--- src/design/sws_pkg.sv ---
// Shared types and constants for the shell word splitter.
// Holds the lexer modes, result codes, result word layout and word limit.
// No dependencies; every other design file uses it by scoped names.
package sws_pkg;

	// One more than the largest number of words a command may hold.
	localparam int MAX_WORDS = 4096;

	localparam int WIDX_W = 12;

	// Word count at which a further word end is refused as too many.
	localparam logic [WIDX_W:0] WORD_LIMIT = (WIDX_W + 1)'(MAX_WORDS - 1);

	// Byte values that steer the lexer.
	localparam logic [7:0] CH_SQUOTE    = 8'h27;
	localparam logic [7:0] CH_DQUOTE    = 8'h22;
	localparam logic [7:0] CH_BACKSLASH = 8'h5C;
	localparam logic [7:0] CH_SPACE     = 8'h20;
	localparam logic [7:0] CH_TAB       = 8'h09;
	localparam logic [7:0] CH_LF        = 8'h0A;
	localparam logic [7:0] CH_CR        = 8'h0D;

	// Result kinds.
	localparam logic [1:0] KIND_BYTE = 2'd0;
	localparam logic [1:0] KIND_END  = 2'd1;
	localparam logic [1:0] KIND_DONE = 2'd2;

	// Command status codes.
	localparam logic [1:0] ST_OK         = 2'd0;
	localparam logic [1:0] ST_UNBALANCED = 2'd1;
	localparam logic [1:0] ST_EMPTY      = 2'd2;
	localparam logic [1:0] ST_TOO_MANY   = 2'd3;

	// Lexer modes. Codes 5 to 7 never arise and behave as plain.
	typedef enum logic [2:0] {
		MODE_PLAIN  = 3'd0,
		MODE_SQ     = 3'd1,
		MODE_DQ     = 3'd2,
		MODE_DQ_ESC = 3'd3,
		MODE_ESC    = 3'd4
	} lex_mode_t;

	// Lexer state carried from word to word.
	typedef struct packed {
		lex_mode_t          mode;
		logic               word_open;
		logic [WIDX_W-1:0]  word_count;
		logic [1:0]         error_code;
	} lex_state_t;

	// One result word on the output channel.
	typedef struct packed {
		logic [1:0]         kind;
		logic [7:0]         out_byte;
		logic [WIDX_W-1:0]  word_index;
		logic [1:0]         status;
		logic               last;
	} result_t;

	// Largest number of results one input word can cause.
	localparam int MAX_RESULTS = 3;

	function automatic result_t make_result(logic [1:0] kind, logic [7:0] b,
			logic [WIDX_W-1:0] idx, logic [1:0] st, logic lst);
		result_t r;
		r.kind       = kind;
		r.out_byte   = b;
		r.word_index = idx;
		r.status     = st;
		r.last       = lst;
		return r;
	endfunction

endpackage

--- src/design/sws_lexer.sv ---
// Next-state and result logic of the shell word splitter.
// Depends on sws_pkg for the lexer state, modes and result layout.
// Purely combinational; the top level holds all registers.
module sws_lexer (
	input  logic [7:0]           ch,
	input  logic                 is_end,
	input  sws_pkg::lex_state_t  cur,
	output sws_pkg::lex_state_t  nxt,
	output sws_pkg::result_t     res [sws_pkg::MAX_RESULTS],
	output logic [1:0]           res_cnt
);

	logic [1:0]                  err;
	logic [sws_pkg::WIDX_W-1:0]  wc;
	logic [1:0]                  n;
	logic                        at_limit;
	logic                        is_sep;

	assign at_limit = {1'b0, cur.word_count} >= sws_pkg::WORD_LIMIT;
	assign is_sep   = (ch == sws_pkg::CH_SPACE) || (ch == sws_pkg::CH_TAB) ||
		(ch == sws_pkg::CH_LF) || (ch == sws_pkg::CH_CR);

	// Work out the results and the next state for one input word.
	always_comb begin
		nxt = cur;
		err = cur.error_code;
		wc  = cur.word_count;
		n   = 2'd0;
		for (int i = 0; i < sws_pkg::MAX_RESULTS; i++) begin
			res[i] = '0;
		end

		if (is_end) begin
			// Terminator: flush a pending word, then report the status.
			if (err == sws_pkg::ST_OK) begin
				if (cur.mode == sws_pkg::MODE_SQ || cur.mode == sws_pkg::MODE_DQ ||
						cur.mode == sws_pkg::MODE_DQ_ESC) begin
					err = sws_pkg::ST_UNBALANCED;
				end else begin
					if (cur.mode == sws_pkg::MODE_ESC) begin
						res[n] = sws_pkg::make_result(sws_pkg::KIND_BYTE,
							sws_pkg::CH_BACKSLASH, wc, sws_pkg::ST_OK, 1'b0);
						n = n + 2'd1;
					end
					if (cur.word_open) begin
						if (at_limit) begin
							err = sws_pkg::ST_TOO_MANY;
						end else begin
							res[n] = sws_pkg::make_result(sws_pkg::KIND_END, 8'd0, wc,
								sws_pkg::ST_OK, 1'b0);
							n  = n + 2'd1;
							wc = wc + 1'b1;
						end
					end
					if (err == sws_pkg::ST_OK && wc == '0) begin
						err = sws_pkg::ST_EMPTY;
					end
				end
			end
			res[n] = sws_pkg::make_result(sws_pkg::KIND_DONE, 8'd0,
				(err == sws_pkg::ST_OK) ? wc : '0, err, 1'b1);
			n = n + 2'd1;
			nxt.mode       = sws_pkg::MODE_PLAIN;
			nxt.word_open  = 1'b0;
			nxt.word_count = '0;
			nxt.error_code = sws_pkg::ST_OK;
		end else if (cur.error_code == sws_pkg::ST_OK) begin
			// Ordinary byte: step the lexer.
			unique case (cur.mode)
				sws_pkg::MODE_SQ: begin
					if (ch == sws_pkg::CH_SQUOTE) begin
						nxt.mode = sws_pkg::MODE_PLAIN;
					end else begin
						nxt.word_open = 1'b1;
						n = 2'd1;
					end
				end
				sws_pkg::MODE_DQ: begin
					if (ch == sws_pkg::CH_DQUOTE) begin
						nxt.mode = sws_pkg::MODE_PLAIN;
					end else if (ch == sws_pkg::CH_BACKSLASH) begin
						nxt.mode = sws_pkg::MODE_DQ_ESC;
					end else begin
						nxt.word_open = 1'b1;
						n = 2'd1;
					end
				end
				sws_pkg::MODE_DQ_ESC: begin
					nxt.mode      = sws_pkg::MODE_DQ;
					nxt.word_open = 1'b1;
					n = 2'd1;
				end
				sws_pkg::MODE_ESC: begin
					nxt.mode      = sws_pkg::MODE_PLAIN;
					nxt.word_open = 1'b1;
					n = 2'd1;
				end
				default: begin
					nxt.mode = sws_pkg::MODE_PLAIN;
					if (ch == sws_pkg::CH_SQUOTE) begin
						nxt.word_open = 1'b1;
						nxt.mode      = sws_pkg::MODE_SQ;
					end else if (ch == sws_pkg::CH_DQUOTE) begin
						nxt.word_open = 1'b1;
						nxt.mode      = sws_pkg::MODE_DQ;
					end else if (ch == sws_pkg::CH_BACKSLASH) begin
						nxt.word_open = 1'b1;
						nxt.mode      = sws_pkg::MODE_ESC;
					end else if (is_sep) begin
						if (cur.word_open) begin
							if (at_limit) begin
								nxt.error_code = sws_pkg::ST_TOO_MANY;
							end else begin
								res[0] = sws_pkg::make_result(sws_pkg::KIND_END, 8'd0,
									cur.word_count, sws_pkg::ST_OK, 1'b0);
								nxt.word_count = cur.word_count + 1'b1;
								nxt.word_open  = 1'b0;
							end
						end
					end else begin
						nxt.word_open = 1'b1;
						n = 2'd1;
					end
				end
			endcase
			// A word byte always lands in the first slot.
			if (n != 2'd0) begin
				res[0] = sws_pkg::make_result(sws_pkg::KIND_BYTE, ch, cur.word_count,
					sws_pkg::ST_OK, 1'b0);
			end
			if (res[0].kind == sws_pkg::KIND_END) begin
				n = 2'd1;
			end
		end
		res_cnt = n;
	end

endmodule

--- src/design/shell_word_splitter.sv ---
// Shell word splitter: one command byte in per word, word bytes, word ends and status out.
// Results are registered: the first result appears in the cycle after its input word is accepted.
// Throughput: one byte word per cycle while out_ready is high; after a terminator (one to
// three results) the input waits until the single result queue port is draining its last.
// Reset (arst_n low, asynchronous) clears lexer state and drops queued results.
// Depends on sws_pkg and sws_lexer.
module shell_word_splitter (
	input  logic        clk,
	input  logic        arst_n,
	input  logic        in_valid,
	output logic        in_ready,
	input  logic [7:0]  ch,
	input  logic        is_end,
	output logic        out_valid,
	input  logic        out_ready,
	output logic [1:0]  kind,
	output logic [7:0]  out_byte,
	output logic [11:0] word_index,
	output logic [1:0]  status,
	output logic        last
);

	sws_pkg::lex_state_t  state_q;
	sws_pkg::lex_state_t  state_nxt;
	sws_pkg::result_t     lex_res [sws_pkg::MAX_RESULTS];
	logic [1:0]           lex_cnt;
	sws_pkg::result_t     res_q [sws_pkg::MAX_RESULTS];
	logic [1:0]           cnt_q;
	logic                 in_fire;
	logic                 out_fire;

	sws_lexer u_lexer (
		.ch      (ch),
		.is_end  (is_end),
		.cur     (state_q),
		.nxt     (state_nxt),
		.res     (lex_res),
		.res_cnt (lex_cnt)
	);

	// Take a new word once the queue is empty or about to drain.
	assign in_ready  = (cnt_q == 2'd0) || (cnt_q == 2'd1 && out_ready);
	assign in_fire   = in_valid && in_ready;
	assign out_valid = (cnt_q != 2'd0);
	assign out_fire  = out_valid && out_ready;

	assign kind       = res_q[0].kind;
	assign out_byte   = res_q[0].out_byte;
	assign word_index = res_q[0].word_index;
	assign status     = res_q[0].status;
	assign last       = res_q[0].last;

	// Lexer state register.
	always_ff @(posedge clk or negedge arst_n) begin
		if (!arst_n) begin
			state_q.mode       <= sws_pkg::MODE_PLAIN;
			state_q.word_open  <= 1'b0;
			state_q.word_count <= '0;
			state_q.error_code <= sws_pkg::ST_OK;
		end else if (in_fire) begin
			state_q <= state_nxt;
		end
	end

	// Result queue count.
	always_ff @(posedge clk or negedge arst_n) begin
		if (!arst_n) begin
			cnt_q <= 2'd0;
		end else if (in_fire) begin
			cnt_q <= lex_cnt;
		end else if (out_fire) begin
			cnt_q <= cnt_q - 2'd1;
		end
	end

	// Result queue payload: load on accept, shift toward the head on drain.
	always_ff @(posedge clk) begin
		if (in_fire) begin
			res_q <= lex_res;
		end else if (out_fire) begin
			for (int i = 0; i < sws_pkg::MAX_RESULTS - 1; i++) begin
				res_q[i] <= res_q[i+1];
			end
		end
	end

endmodule

--- config.mk ---
export PLATFORM = sky130hd
export DESIGN_NAME = shell_word_splitter
export DESIGN_NICKNAME = d
export VERILOG_FILES = /design/src/design/sws_pkg.sv /design/src/design/sws_lexer.sv /design/src/design/shell_word_splitter.sv
export SDC_FILE = /design/constraint.sdc
export NUM_CORES = 1
export LEC_CHECK = 0
export BUFFER_PORTS_ARGS = -buffer_cell sky130_fd_sc_hd__buf_2
export CAP_MARGIN = 20
export CELL_PAD_IN_SITES_DETAIL_PLACEMENT = 0
export CELL_PAD_IN_SITES_GLOBAL_PLACEMENT = 1
export CORE_ASPECT_RATIO = 1.4
export CORE_MARGIN = 2
export CORE_UTILIZATION = 45
export CTS_CLUSTER_SIZE = 16
export DETAILED_ROUTE_END_ITERATION = 8
export PLACE_DENSITY = 0.76
export SYNTH_ARGS = -nofsm -noshare
export SYNTH_HDL_FRONTEND = slang
export SYNTH_HIERARCHICAL = 1
export SYNTH_SLANG_ARGS = --single-unit
--- constraint.sdc ---
create_clock -name clk -period 3.4 [get_ports clk]
set_input_delay 0.68 -clock clk [delete_from_list [all_inputs] [get_ports clk]]
set_output_delay 0.68 -clock clk [all_outputs]
set_load 0.01 [all_outputs]
==> flow_metrics.env, run 1 <==
export IMPL_outcome="completed"
export IMPL_synth_edf_count=75
export IMPL_wirelength_mm=13.20
export IMPL_grt_pass1_vias=4064
export IMPL_switching_share_pct=31.28
export IMPL_use_met3_pct=3.459
export IMPL_maxCapViolCount=0
export IMPL_power_switching_w=0.001347
export IMPL_period_minus_slack_ns=3.227
export IMPL_dr_pass1_iters=6
export IMPL_cts_sinks=95
export IMPL_layout_common_cells="edfxtp_1 (75), mux2_4 (68), nand2_1 (52)"
export IMPL_totalNegativeSetupSlack_ns=0
export IMPL_avgSynthCellArea_sq_um=11.25
export IMPL_ir_drop_uv=258.5
export IMPL_synth_top_family_by_area="multiplexers"
export IMPL_p_per_area_mw_per_mm2=623.1
export IMPL_fin_skew_ns=0.01075
export IMPL_p_int_w=0.002959
export IMPL_syn_cell_area_sq_mm=0.006399
export IMPL_grt_pass1_wl_mm=21.63
export IMPL_layout_commonest_cell="edfxtp_1"
export IMPL_numCtsBuffers=9
export IMPL_root_buffer="clkbuf_16"
export IMPL_use_met1_pct=23.93
export IMPL_worst_pin_slew_ns=0.9356
export IMPL_track_usage_pct=17.80
export IMPL_die_area_sq_mm=0.01520
export IMPL_hold_worst_slack_ns=0.2908
export IMPL_final_hold_viol_count=0
export IMPL_slew_viol_final=0
export IMPL_placementRows=51
export IMPL_areaGrowthSynthToFinish_pct=7.998
export IMPL_grt_busiest_layer="met2"
export IMPL_required_ns=3.50
export IMPL_synth_compound_area_share_pct=12.12
export IMPL_use_met2_pct=28.54
export IMPL_pin_count=40
export IMPL_routedWlPerCell_um=16.67
export IMPL_viasPerCell=5.436
export IMPL_clock_latency_ns=0.34
export IMPL_hpwl_mm=9.552
export IMPL_grt_max_degree=53
export IMPL_start_kind="flop"
export IMPL_grt_antenna_before_repair=0
export IMPL_fin_area_sq_mm=0.006910
export IMPL_die_h_um=145.1
export IMPL_power_total_w=0.004306
export IMPL_ys_ff_latch=95
export IMPL_h_tree_depth=3
export IMPL_drc=0
export IMPL_grt_setup_unrepaired="false"
export IMPL_worst_slack_ns=0.1734
export IMPL_clk_pin_slew_worst_paths_ns=0.07
export IMPL_gp_congestion=0.9075
export IMPL_hold_class="input pin to async pin"
export IMPL_seqCellArea_sq_mm=0.002754
export IMPL_crit_arrival_ns=3.32
export IMPL_nets=625
export IMPL_power_frac_comb_pct=35.8
export IMPL_die_w_um=104.8
export IMPL_synthAdderAreaFrac_pct=1.955
export IMPL_vias=4305
export IMPL_crit_path_end_kind="flop"
export IMPL_seq_area_frac_synth_pct=43.02
export IMPL_clockPowerShare_pct=22.9
export IMPL_postSynthCellCount=569
export IMPL_antenna_cells=0
export IMPL_port_buffers=39
export IMPL_ys_flop_type="edfxtp_1"
export IMPL_pre_cts_ws_ns=0.09786
export IMPL_slew_headroom_pct=36.97
export IMPL_muxShareOfSynthArea_pct=17.29
export IMPL_ys_async_sr_fraction_pct=21.05
export IMPL_cts_tree="built"
export IMPL_place_area_sq_mm=0.006594
export IMPL_power_leakage_nw=3.031
export IMPL_antenna_left=0
export IMPL_setup_worst_path_class="flop to flop"
export IMPL_multiInputGateArea_sq_mm=0.003039
export IMPL_ys_warnings_count=6
export IMPL_clk_path_buf_depth=2
export IMPL_drive_gt1_share_pct=31.96
export IMPL_synthXorXnorAreaFrac_pct=0.8213
export IMPL_first_iter_violations=367
export IMPL_synth_simple_area_share_pct=13.92
export IMPL_cp_max_fo=6
export IMPL_setup_viol=0
export IMPL_cts_hold_buf=0
export IMPL_ys_types=78
export IMPL_grt_overflow_total=0
export IMPL_p_seq_share_pct=41.3
export IMPL_finalCritPeriodShare_pct=94.90
export IMPL_fillCellCount=1288
export IMPL_initial_utilization_pct=46.00
export IMPL_coreArea_sq_mm=0.01391
export IMPL_max_freq_mhz=309.9
-- critical path, stage by stage (launching register included) --
cell,delay [ns]
dfrtp_2,0.36
ha_2,0.17
nand2_1,0.06
or4_4,0.56
ha_1,0.31
nor2b_2,0.04
o21ai_2,0.13
ha_1,0.18
nand3b_1,0.17
o21ai_1,0.11
a21o_2,0.30
buf_4,0.17
o2bb2ai_1,0.13
mux2_4,0.28
-- routing by layer --
metal,vias up,part of all wire [%]
met2,148,49
met1,2038,45
met4,0,1.6
li1,2097,-
met3,22,5.0
met5,-,0
-- state kept, by name, summed over array words and instances (netlist names) --
signal / count
cnt_q: 2
res_q: 50
state_q: 18
last: 1
status: 2
kind: 2
word_index: 12
out_byte: 8
-- worst paths after layout --
| path | cells after the start | end | slack (ns) | startpoint |
|---|---|---|---|---|
| setup reg to reg | 13 | word_index[11]$_DFFE_PP_ | 0.17 | state_q[2]$_DFFE_PN0P_ |
| hold / removal | 1 | state_q[11]$_DFFE_PN0P_ | 0.29 | arst_n |
| max in group asynchronous | 1 | state_q[2]$_DFFE_PN0P_ | 2.75 | arst_n |
| min in group clk | 1 | out_byte[0]$_DFFE_PP_ | 0.55 | res_q[40]$_DFFE_PP_ |
| hold reg to reg | 1 | out_byte[0]$_DFFE_PP_ | 0.55 | res_q[40]$_DFFE_PP_ |
| setup / recovery | 13 | word_index[11]$_DFFE_PP_ | 0.17 | state_q[2]$_DFFE_PN0P_ |
-- kinds of logic (layout without fill, tap and decap cells) --
family,Yosys count,after routing
AO/OA/AOI/OAI,107,107
XOR/XNOR,6,6
adder cells (fa/ha/maj),10,10
buffers and inverters,99,121
flip-flops,95,95
multiplexers,76,76
other,1,17
AND/OR/NAND/NOR,175,175
-- through the flow --
stage,instances,utilization [%]
2_1_floorplan,585,-
3_3_place_gp,774,47.40
3_5_place_dp,774,47.40
4_1_cts,790,49.46
5_1_grt,792,49.68
6_report,792,49.68
-- power by group through the flow --
stage | registers (W) | clock network [W] | logic, W
finish | 0.00178 | 0.000986 | 0.00154
global route | 0.00182 | 0.00106 | 0.00167
CTS | 0.00178 | 0.00101 | 0.00154
detailed placement | 0.00180 | 0 | 0.00154
global placement | 0.00180 | 0 | 0.00150
floorplan | 0.00178 | 0 | 0.00141
-- synth_stat cells, types with 3 or more instances --
| cell type | count | area [sq um] |
|---|---|---|
| xor2_1 | 4 | 35.03 |
| clkbuf_1 | 7 | 26.28 |
| buf_12 | 7 | 140.1 |
| nor2_1 | 43 | 161.4 |
| nor2b_1 | 4 | 25.02 |
| a21oi_1 | 25 | 125.1 |
| or3_1 | 3 | 18.77 |
| o31ai_1 | 3 | 22.52 |
| nor3_1 | 17 | 85.08 |
| nand2b_1 | 4 | 25.02 |
| inv_1 | 24 | 90.09 |
| mux2_2 | 4 | 45.04 |
| o2bb2ai_1 | 8 | 70.07 |
| and3_1 | 4 | 25.02 |
| a21o_1 | 7 | 52.55 |
| edfxtp_1 | 75 | 2252 |
| dfrtp_1 | 20 | 500.5 |
| ha_1 | 10 | 125.1 |
| nand3_1 | 13 | 65.06 |
| nand2_1 | 52 | 195.2 |
| a31oi_1 | 5 | 31.28 |
| a211oi_1 | 5 | 37.54 |
| mux2i_1 | 4 | 40.04 |
| buf_4 | 47 | 352.8 |
| nand4_1 | 4 | 25.02 |
| and2_1 | 7 | 43.79 |
| o21ai_0 | 18 | 90.09 |
| buf_2 | 9 | 45.04 |
| o22ai_1 | 6 | 37.54 |
| mux2_4 | 68 | 1021 |
-- area by class of cell --
class | instances | area share, %
Multi-Input combinational cell | 391 | 43.98
Inverter | 25 | 1.394
Sequential cell | 95 | 39.85
Tap cell | 185 | 3.350
Clock buffer | 9 | 3.259
Clock inverter | 7 | 0.8872
Timing Repair Buffer | 80 | 7.279
-- what timing repair did --
| action | 4_1_cts | 5_1_grt |
|---|---|---|
| gates resized for setup | 0 | 5 |
| setup buffers | 0 | 2 |
| endpoints found under the setup margin | 0 | 10 |
(Power assumes the default switching activity.)
==> run 2: changes to the inputs <==
==> constraint.sdc (replaced) <==
create_clock -name clk -period 3.4 [get_ports clk]
set_input_delay 0.34 -clock clk [delete_from_list [all_inputs] [get_ports clk]]
set_output_delay 0.34 -clock clk [all_outputs]
set_load 0.01 [all_outputs]
==> flow_metrics.env, run 2 (synthesized netlist as in run 1, its figures left out) <==
export IMPL_outcome="completed"
export IMPL_setup_viol=0
export IMPL_ir_drop_uv=321.0
export IMPL_coreArea_sq_mm=0.01391
export IMPL_crit_chain="ha_2 > buf_4 > nand3_1 > buf_4 > nor3_1 > mux2_2 > a2111oi_4 > a21oi_2 > and3_1 > a211o_1 > mux2_4"
export IMPL_areaGrowthSynthToFinish_pct=9.758
export IMPL_drc=0
export IMPL_cts_sinks=95
export IMPL_final_hold_viol_count=0
export IMPL_hold_worst_slack_ns=0.4226
export IMPL_p_per_area_mw_per_mm2=644.4
export IMPL_crit_arrival_ns=3.39
export IMPL_start_kind="flop"
export IMPL_fin_skew_ns=0.006930
export IMPL_worst_slack_ns=0.1072
export IMPL_cp_slowest_cell="mux2_2"
export IMPL_dr_pass1_iters=5
export IMPL_vias=4339
export IMPL_required_ns=3.49
export IMPL_layout_commonest_cell="edfxtp_1"
export IMPL_pre_cts_ws_ns=0.04123
export IMPL_wirelength_mm=13.62
export IMPL_die_h_um=145.1
export IMPL_viasPerCell=5.479
export IMPL_slew_headroom_pct=47.06
export IMPL_crit_path_end_kind="flop"
export IMPL_track_usage_pct=18.10
export IMPL_grt_max_degree=71
export IMPL_setup_worst_path_class="flop to flop"
export IMPL_die_area_sq_mm=0.01520
export IMPL_clockPowerShare_pct=25.8
export IMPL_slowest_delay_ns=0.46
export IMPL_path_common_cell="buf_4"
export IMPL_clk_pin_slew_worst_paths_ns=0.07
export IMPL_power_leakage_nw=3.068
export IMPL_placementRows=51
export IMPL_cp_max_fo=6
export IMPL_regMostFlops="res_q"
export IMPL_clk_path_buf_depth=2
export IMPL_numCtsBuffers=9
export IMPL_hpwl_mm=9.521
export IMPL_clock_latency_ns=0.34
export IMPL_nets=626
export IMPL_slew_viol_final=0
export IMPL_die_w_um=104.8
export IMPL_max_freq_mhz=303.7
export IMPL_antenna_cells=0
export IMPL_cts_tree="built"
export IMPL_finalCritPeriodShare_pct=96.85
export IMPL_first_iter_violations=271
export IMPL_routedWlPerCell_um=17.19
export IMPL_gp_congestion=0.8810
export IMPL_p_int_w=0.003183
export IMPL_power_frac_comb_pct=34.8
export IMPL_layout_common_cells="edfxtp_1 (75), mux2_4 (68), nand2_1 (51)"
export IMPL_largest_reg_flops=50
export IMPL_switching_share_pct=29.68
export IMPL_maxCapViolCount=0
export IMPL_path_delay_family="compound AO/OA/AOI/OAI gates"
export IMPL_timing_critical_path_buf_inv=2
export IMPL_grt_pass1_vias=4290
export IMPL_h_tree_depth=3
export IMPL_period_minus_slack_ns=3.293
export IMPL_initial_utilization_pct=46.00
export IMPL_pin_count=40
export IMPL_grt_overflow_total=0
export IMPL_p_seq_share_pct=39.3
export IMPL_fin_area_sq_mm=0.007023
export IMPL_hold_class="input pin to flop"
export IMPL_root_buffer="clkbuf_16"
export IMPL_drive_gt1_share_pct=32.78
export IMPL_grt_pass1_wl_mm=22.15
export IMPL_place_area_sq_mm=0.006586
export IMPL_power_switching_w=0.001343
export IMPL_post_route_util_pct=50.49
export IMPL_grt_antenna_before_repair=0
export IMPL_power_total_w=0.004526
export IMPL_antenna_left=0
export IMPL_worst_pin_slew_ns=0.7869
export IMPL_port_buffers=39
run 2: changes by cell type in the layout (fill, tap and decap cells not counted), sizes merged:
cell	delta
clkinv	-3
inv	-2
dlygate4sd3	+1
clkinvlp	+1
bufinv	+3
run 2: path summary, 6_finish.rpt:
kind	start	endpoint	slack, ns	cells after the start
hold reg to reg	res_q[19]$_DFFE_PP_	res_q[44]$_DFFE_PP_	0.55	1
setup reg to reg	state_q[3]$_DFFE_PN0P_	word_index[4]$_DFFE_PP_	0.11	11
min in group asynchronous	arst_n	state_q[11]$_DFFE_PN0P_	0.49	2
max in group asynchronous	arst_n	state_q[2]$_DFFE_PN0P_	2.55	2
setup / recovery	state_q[3]$_DFFE_PN0P_	word_index[4]$_DFFE_PP_	0.11	11
hold / removal	in_valid	cnt_q[0]$_DFFE_PN0P_	0.42	3
run 2: worst min-delay path: cells and delay by family:
family / cells / cell delay (ns)
AND/OR/NAND/NOR: 1 / 0.10
buffers and inverters: 1 / 0.15
AO/OA/AOI/OAI: 1 / 0.14
run 2: metrics by stage:
stage                     cells  setup TNS [ns]
after floorplan             585               0
after global placement      773               0
after detailed placement    773               0
after CTS                   789               0
after global routing        792        -0.07080
final                       792               0
run 2: what timing repair did:
| item | in CTS | in global routing |
|---|---|---|
| gates resized for setup | 0 | 14 |
| setup buffers | 0 | 3 |
| hold buffers | 1 | 0 |
| hold endpoints to repair | 20 | 0 |
| setup endpoints to repair | 0 | 14 |
run 2: cell type report:
| cell class | instances | area, sq um |
|---|---|---|
| tap | 185 | 231.5 |
| multi-input combinational | 391 | 3084 |
| clock buffer | 9 | 225.2 |
| sequential | 95 | 2754 |
| clock inverter | 6 | 115.1 |
| fill | 1284 | 6888 |
| timing repair buffer | 81 | 516.7 |
| inverter | 25 | 96.34 |
run 2: power groups by stage:
stage | Sequential [W] | Clock [W] | Combinational (W)
floorplan | 0.00178 | 0 | 0.00141
global placement | 0.00179 | 0 | 0.00151
detailed placement | 0.00181 | 0 | 0.00154
CTS | 0.00179 | 0.00119 | 0.00155
global route | 0.00181 | 0.00125 | 0.00170
finish | 0.00178 | 0.00117 | 0.00158
run 2: layer usage:
layer  GRT usage (%)  wire, um
met3           3.010       522
met5               0         0
met2           29.32      6646
met4           7.200       362
met1           24.06      6085
